File: config.mk
export PLATFORM = sky130hd
export DESIGN_NAME = wwgs_row_engine
export DESIGN_NICKNAME = d
export VERILOG_FILES = /design/src/rtl/wwgs_pkg.sv /design/src/rtl/wwgs_row_engine.sv
export SDC_FILE = /design/constraint.sdc
export NUM_CORES = 2
export LEC_CHECK = 0
export ABC_AREA = 1
export BUFFER_PORTS_ARGS = -buffer_cell sky130_fd_sc_hd__buf_4
export CORE_ASPECT_RATIO = 1.5
export CORE_MARGIN = 2
export CORE_UTILIZATION = 45
export DETAILED_ROUTE_END_ITERATION = 8
export PLACE_DENSITY = 0.68
export SYNTH_ARGS = -nofsm -noshare
export SYNTH_HDL_FRONTEND = slang
export SYNTH_SLANG_ARGS = --single-unit
export TNS_END_PERCENT = 20
File: constraint.sdc
create_clock -name clk -period 23.3 [get_ports clk]
set_input_delay 4.66 -clock clk [delete_from_list [all_inputs] [get_ports clk]]
set_output_delay 4.66 -clock clk [all_outputs]
set_load 0.01 [all_outputs]
File: src/rtl/wwgs_pkg.sv
// shared constants, codes and types for the wireworld grid step core
package wwgs_pkg;

    localparam int MAX_WIDTH  = 256;
    localparam int MAX_HEIGHT = 256;

    localparam int COL_W    = $clog2(MAX_WIDTH);
    localparam int ROW_W    = $clog2(MAX_HEIGHT);
    localparam int WD_W     = $clog2(MAX_WIDTH + 1);
    localparam int HD_W     = $clog2(MAX_HEIGHT + 1);
    localparam int ROW_BITS = 2 * MAX_WIDTH;
    localparam int CFG_W    = 9;
    localparam int CFG_IDX_W = 2;

    localparam logic [1:0] WW_BLANK = 2'd0;
    localparam logic [1:0] WW_HEAD  = 2'd1;
    localparam logic [1:0] WW_TAIL  = 2'd2;
    localparam logic [1:0] WW_WIRE  = 2'd3;

    localparam logic [1:0] KIND_WRITE = 2'd0;
    localparam logic [1:0] KIND_STEP  = 2'd1;
    localparam logic [1:0] KIND_READ  = 2'd2;

    localparam logic [CFG_IDX_W-1:0] CFG_GRID_WIDTH  = 2'd0;
    localparam logic [CFG_IDX_W-1:0] CFG_GRID_HEIGHT = 2'd1;

    typedef enum logic [2:0] {
        ST_CLEAR,
        ST_IDLE,
        ST_CELL_RD,
        ST_CELL_MOD,
        ST_STEP_RD,
        ST_STEP_SHIFT,
        ST_STEP_WB,
        ST_DONE
    } state_t;

    typedef struct packed {
        logic [1:0]       we;
        logic [ROW_W-1:0] waddr;
        logic [ROW_W-1:0] raddr;
        logic             rsel;
    } mem_req_t;

    typedef struct packed {
        logic load_up;
        logic load_mid;
        logic load_dn;
        logic shift;
        logic first;
        logic right_ok;
        logic in_grid;
    } eng_ctrl_t;

endpackage

File: src/rtl/wwgs_row_engine.sv
// three-row window shifter that applies the cell rule one cell per cycle while shift is set
module wwgs_row_engine (
    input  logic                          clk,
    input  wwgs_pkg::eng_ctrl_t           ctrl,
    input  logic [wwgs_pkg::ROW_BITS-1:0] rdata,
    output logic [wwgs_pkg::ROW_BITS-1:0] out_row
);
    import wwgs_pkg::*;

    logic [ROW_BITS-1:0] sh_up_reg;
    logic [ROW_BITS-1:0] sh_mid_reg;
    logic [ROW_BITS-1:0] sh_dn_reg;
    logic [ROW_BITS-1:0] out_reg;
    logic [1:0]          prev_up_reg;
    logic [1:0]          prev_mid_reg;
    logic [1:0]          prev_dn_reg;

    logic [1:0] c_up, c_mid, c_dn;
    logic [1:0] l_up, l_mid, l_dn;
    logic [1:0] r_up, r_mid, r_dn;
    logic [7:0] head_hits;
    logic [3:0] heads;
    logic [1:0] nv;

    always_comb
    begin
        c_up  = sh_up_reg[1:0];
        c_mid = sh_mid_reg[1:0];
        c_dn  = sh_dn_reg[1:0];
        l_up  = ctrl.first ? c_up  : prev_up_reg;
        l_mid = ctrl.first ? c_mid : prev_mid_reg;
        l_dn  = ctrl.first ? c_dn  : prev_dn_reg;
        r_up  = ctrl.right_ok ? sh_up_reg[3:2]  : c_up;
        r_mid = ctrl.right_ok ? sh_mid_reg[3:2] : c_mid;
        r_dn  = ctrl.right_ok ? sh_dn_reg[3:2]  : c_dn;
        head_hits = {l_up == WW_HEAD, c_up == WW_HEAD, r_up == WW_HEAD,
                     l_mid == WW_HEAD, r_mid == WW_HEAD,
                     l_dn == WW_HEAD, c_dn == WW_HEAD, r_dn == WW_HEAD};
        heads = 4'($countones(head_hits));
        case (c_mid)
            WW_HEAD: nv = WW_TAIL;
            WW_TAIL: nv = WW_WIRE;
            WW_WIRE: nv = (heads == 4'd1 || heads == 4'd2) ? WW_HEAD : WW_WIRE;
            default: nv = c_mid;
        endcase
        if (!ctrl.in_grid)
        begin
            nv = c_mid;
        end
    end

    always_ff @(posedge clk)
    begin
        if (ctrl.load_up)
        begin
            sh_up_reg <= rdata;
        end
        if (ctrl.load_mid)
        begin
            sh_mid_reg <= rdata;
        end
        if (ctrl.load_dn)
        begin
            sh_dn_reg <= rdata;
        end
        if (ctrl.shift)
        begin
            sh_up_reg    <= sh_up_reg  >> 2;
            sh_mid_reg   <= sh_mid_reg >> 2;
            sh_dn_reg    <= sh_dn_reg  >> 2;
            prev_up_reg  <= c_up;
            prev_mid_reg <= c_mid;
            prev_dn_reg  <= c_dn;
            out_reg      <= {nv, out_reg[ROW_BITS-1:2]};
        end
    end

    assign out_row = out_reg;

endmodule

# Yosys cells after proc, flatten, opt, wreduce, memory -nomap -nowiden
# Cells that the tools add are included.
# classes
eq_ne	13
n_addsub	7
muxes	15
n_reduce_logical	4
# op_table
cell	count
$mux 510	6
$eq 2x1->1 const B	9
$mux 2	8
$add 1x1->2	4
$add 2x2->3	2
$pmux 2 s3	1
$reduce_bool 2->1	3
$add 3x3->4	1
$eq 2x2->1 const B	2
$eq 4x1->1 const B	1
$eq 4x2->1 const B	1
$logic_or 1x1->1	1
# word_totals
input_bits	520
output_inout_bits	512
reg_bits	2054

# Longest topological paths before layout
# logic_depth
word_depth	10
depth_mapped	13

# Worst setup path after synthesis
# No wires, ideal clock.
# synth_timing
path_kind	input port to flip-flop
start	in ctrl[3] in the netlist's numbering
end	reg sh_dn_reg[0], enable pin
t_required_ns	19.617
path_slack_ns	6.131
setup_ns	3.683
t_arrival_ns	13.486
path_buffers	3
stages	5
path_cell_list	buf_4 > inv_4 > buf_2 > buf_2 > nand2_1
# synth_via
elab_chain_len	1
# synth_rtl
item	line	text
start: declaration	wwgs_row_engine.sv:4	input wwgs_pkg::eng_ctrl_t ctrl,
$reduce_bool 2->1 (no line)	n/a	
end signal: assignment	wwgs_row_engine.sv:64	sh_dn_reg <= rdata;
end signal: assignment	wwgs_row_engine.sv:70	sh_dn_reg <= sh_dn_reg >> 2;
end: declaration	wwgs_row_engine.sv:12	logic [ROW_BITS-1:0] sh_dn_reg;
# Every way passes these cells.
# A chain may end at the register's enable or synchronous reset.

# Worst setup path in the final report
# layout_timing
start	in ctrl[3] in the netlist's numbering
end	reg sh_mid_reg[97] (data pin)
# layout_via
elab_chain_len	1
# layout_rtl
item	line	text
$mux 510	wwgs_row_engine.sv:66	if (ctrl.shift)
end signal: assignment	wwgs_row_engine.sv:60	sh_mid_reg <= rdata;
end signal: assignment	wwgs_row_engine.sv:69	sh_mid_reg <= sh_mid_reg >> 2;
end: declaration	wwgs_row_engine.sv:11	logic [ROW_BITS-1:0] sh_mid_reg;
# Every way passes these cells.

==> qor.txt <==
Status = finished clean
Final Max Tran Viols = 0
Pre-Repair DR Iteration Count = 6
Finish-stage setup viols = 0
CTS tree = built
Multi-input logic area = 0.0138 mm^2
Peak fanout along the critical path = 131
Core area = 0.171 mm^2
Critical Setup Path Class = input port to register
Kind of path behind the tightest hold check = register to register
Mapped Area = 0.0771 mm^2
Reg power frac = 55.8%
Clk root buf = clkbuf_16
WP data arrival = 9790 ps
Longest Clk Path Bufs = 3
GRT Total Usage = 22.2%
Fill count = 13,900
Mean post-synth cell area = 13.0 um^2
Final core utilization = 54.2%
Hold depth = 0
Peak VDD IR = 0.0723 mV
Final Skew = 63.4 ps
Clock latency on the worst-skew pair = 830 ps
Sequential-to-total area share from yosys stat = 80.0%
Drc violations = 0
Net Sw Power = 1900 uW
Synth area leader = edfxtp_1
Total gr overflow = 0
Final worst path period share = 39.0%
I/O Buffers = 1,031
Largest net degree at the start of global routing = 235
Iteration-0 DRC Markers = 4,839
Critical path endpoint category = register
Share of cells above drive strength 1 = 18.8%
Relative slew slack = 21.1%
Most frequent cells in the layout = nand2_1, edfxtp_1, buf_4, clkbuf_16, clkbuf_1
Vias = 47,800
WP data required = 23,990 ps
PD cells = 89.2 mW/mm^2
Die X = 342 um
Via density = 5.09
HPWL Detailed = 134 mm
Internal power = 6340 uW
Fmax achieved = 110 MHz
WL/cell = 21.2 um
FF/Latch Area = 0.0616 mm^2
Logic gate share of total power = 7.4%
Initial Util = 45.2%
Pin slew with the least headroom to its limit = 1180 ps
Clock power share = 36.8%
Synth cell types = 17
CTS Sinks = 2,054
Ys Warns = 0
RSZ-0062 raised after global routing = no
Crit start category = input port
Setup_tns = 0 ps
Worst reg-to-reg path cell count = 10
Nets = 7,476
# IOs = 1,032
Critical Path Slowest Stage Cell = buf_4
Drt total wl = 199 mm
Syn Nets = 6,447
Critical Path Most Common Cell = buf_4
CTS Hold Bufs = 0
Top cell type's share of synthesized area = 79.8%
Max cap viols = 0
CP cell instances = buf_16 -> buf_4 -> buf_4 -> buf_4 -> buf_4 -> buf_4 -> nand2_1 -> nand2_1
Area Overhead vs Synth = 20.0%
Switching Fraction = 23.1%
Fin. Hold Viols = 0
Initial antenna violation count = 29
Most common cell after layout, fill and taps aside = nand2_1
Flop and latch count out of synthesis = 2,054
Minimum clock period = 9100 ps
Antenna-violating nets left = 0
Post-CTS Resized = 0
Global-route wire length before repair = 293 mm
Pleak = 0.0406 uW
CTS H-Tree Depth = 4
Standard-cell rows = 186
Die Span Y = 511 um
Syn Inst Count = 5,920
Top cells by area, synth = edfxtp_1, nand2_1, buf_4, buf_6, buf_2
Setup Fix Bufs, Post-CTS = 0
Slowest stage delay, CP = 860 ps
TritonCTS Buffers = 184
Gp weighted congestion = 0.926
Vias in the first global route = 47,300
Die area = 0.175 mm^2
Clock Pin Slew Worst Setup and Hold Paths = 70 ps
[area by class of cell]
cell class              instances  share of cell area, %
flip-flops and latches       2054                   66.7
multi-input cells            3624                   14.9
repair buffers               1070                   8.82
clock buffers                 223                   5.14
well taps                    2256                   3.05
clock inverters               111                   1.31
inverters                      15                 0.0785
diodes                         23                 0.0623
[through the flow]
| step | setup WS [ps] | cell area, um^2 | power [uW] | cells | hold WS (ps) |
|---|---|---|---|---|---|
| after floorplan | 6130 | 77100 | 5020 | 5920 | 418 |
| after global placement | 13610 | 86400 | 5270 | 9019 | 423 |
| after detailed placement | 13410 | 86400 | 5290 | 9019 | 433 |
| after CTS | 14350 | 92400 | 8300 | 9353 | 428 |
| after global routing | 13830 | 92400 | 8530 | 9363 | 448 |
| final | 14200 | 92400 | 8250 | 9376 | 422 |
[power groups by stage]
stage                     combinational (uW)  sequential, uW  clock [uW]
final                                    607            4600        3040
after global routing                     678            4630        3220
after CTS                                614            4600        3090
after detailed placement                 610            4680           0
after global placement                   594            4670           0
after floorplan                          306            4720           0
[worst paths after layout]
check	start	end	slack, ps
setup / recovery	ctrl[3]	sh_mid_reg[97]	14200
hold / removal	out_row[284]	out_row[282]	420
setup reg to reg	sh_mid_reg[1]	out_row[511]	19560
hold reg to reg	out_row[284]	out_row[282]	420
[layer usage]
metal	up-vias	routed length, um	GRT usage [%]
met2	1875	96100	36.2
met4	22	7820	9.17
li1	21900	-	-
met1	23600	76300	28.0
met3	289	18700	5.96
met5	-	149	0
[cells in the mapped netlist, drive strengths merged]
cell type / number
inv: 15
nand3: 3
nor2: 12
or2: 4
dfxtp: 6
o22ai: 4
a21oi: 3
buf: 210
fa: 4
o21ai: 12
ha: 3
edfxtp: 2048
clkbuf: 17
nand2: 3579
[critical path, delay by kind of cell]
| family | cells | cell delay (ps) |
|---|---|---|
| buffers and inverters | 6 | 4470 |
| and+or+nand+nor | 2 | 290 |
[cells by family (layout without fill, tap and decap cells)]
| group | after synthesis | in the layout | share of synthesized area, % |
|---|---|---|---|
| other cells | 0 | 23 | 0 |
| simple gates | 3598 | 3598 | 17.5 |
| compound gates | 19 | 19 | 0.130 |
| buf+inv | 242 | 1419 | 2.22 |
| flops | 2054 | 2054 | 80.0 |
| fa+ha+maj | 7 | 7 | 0.153 |
Power figures use the tool's default switching activity.
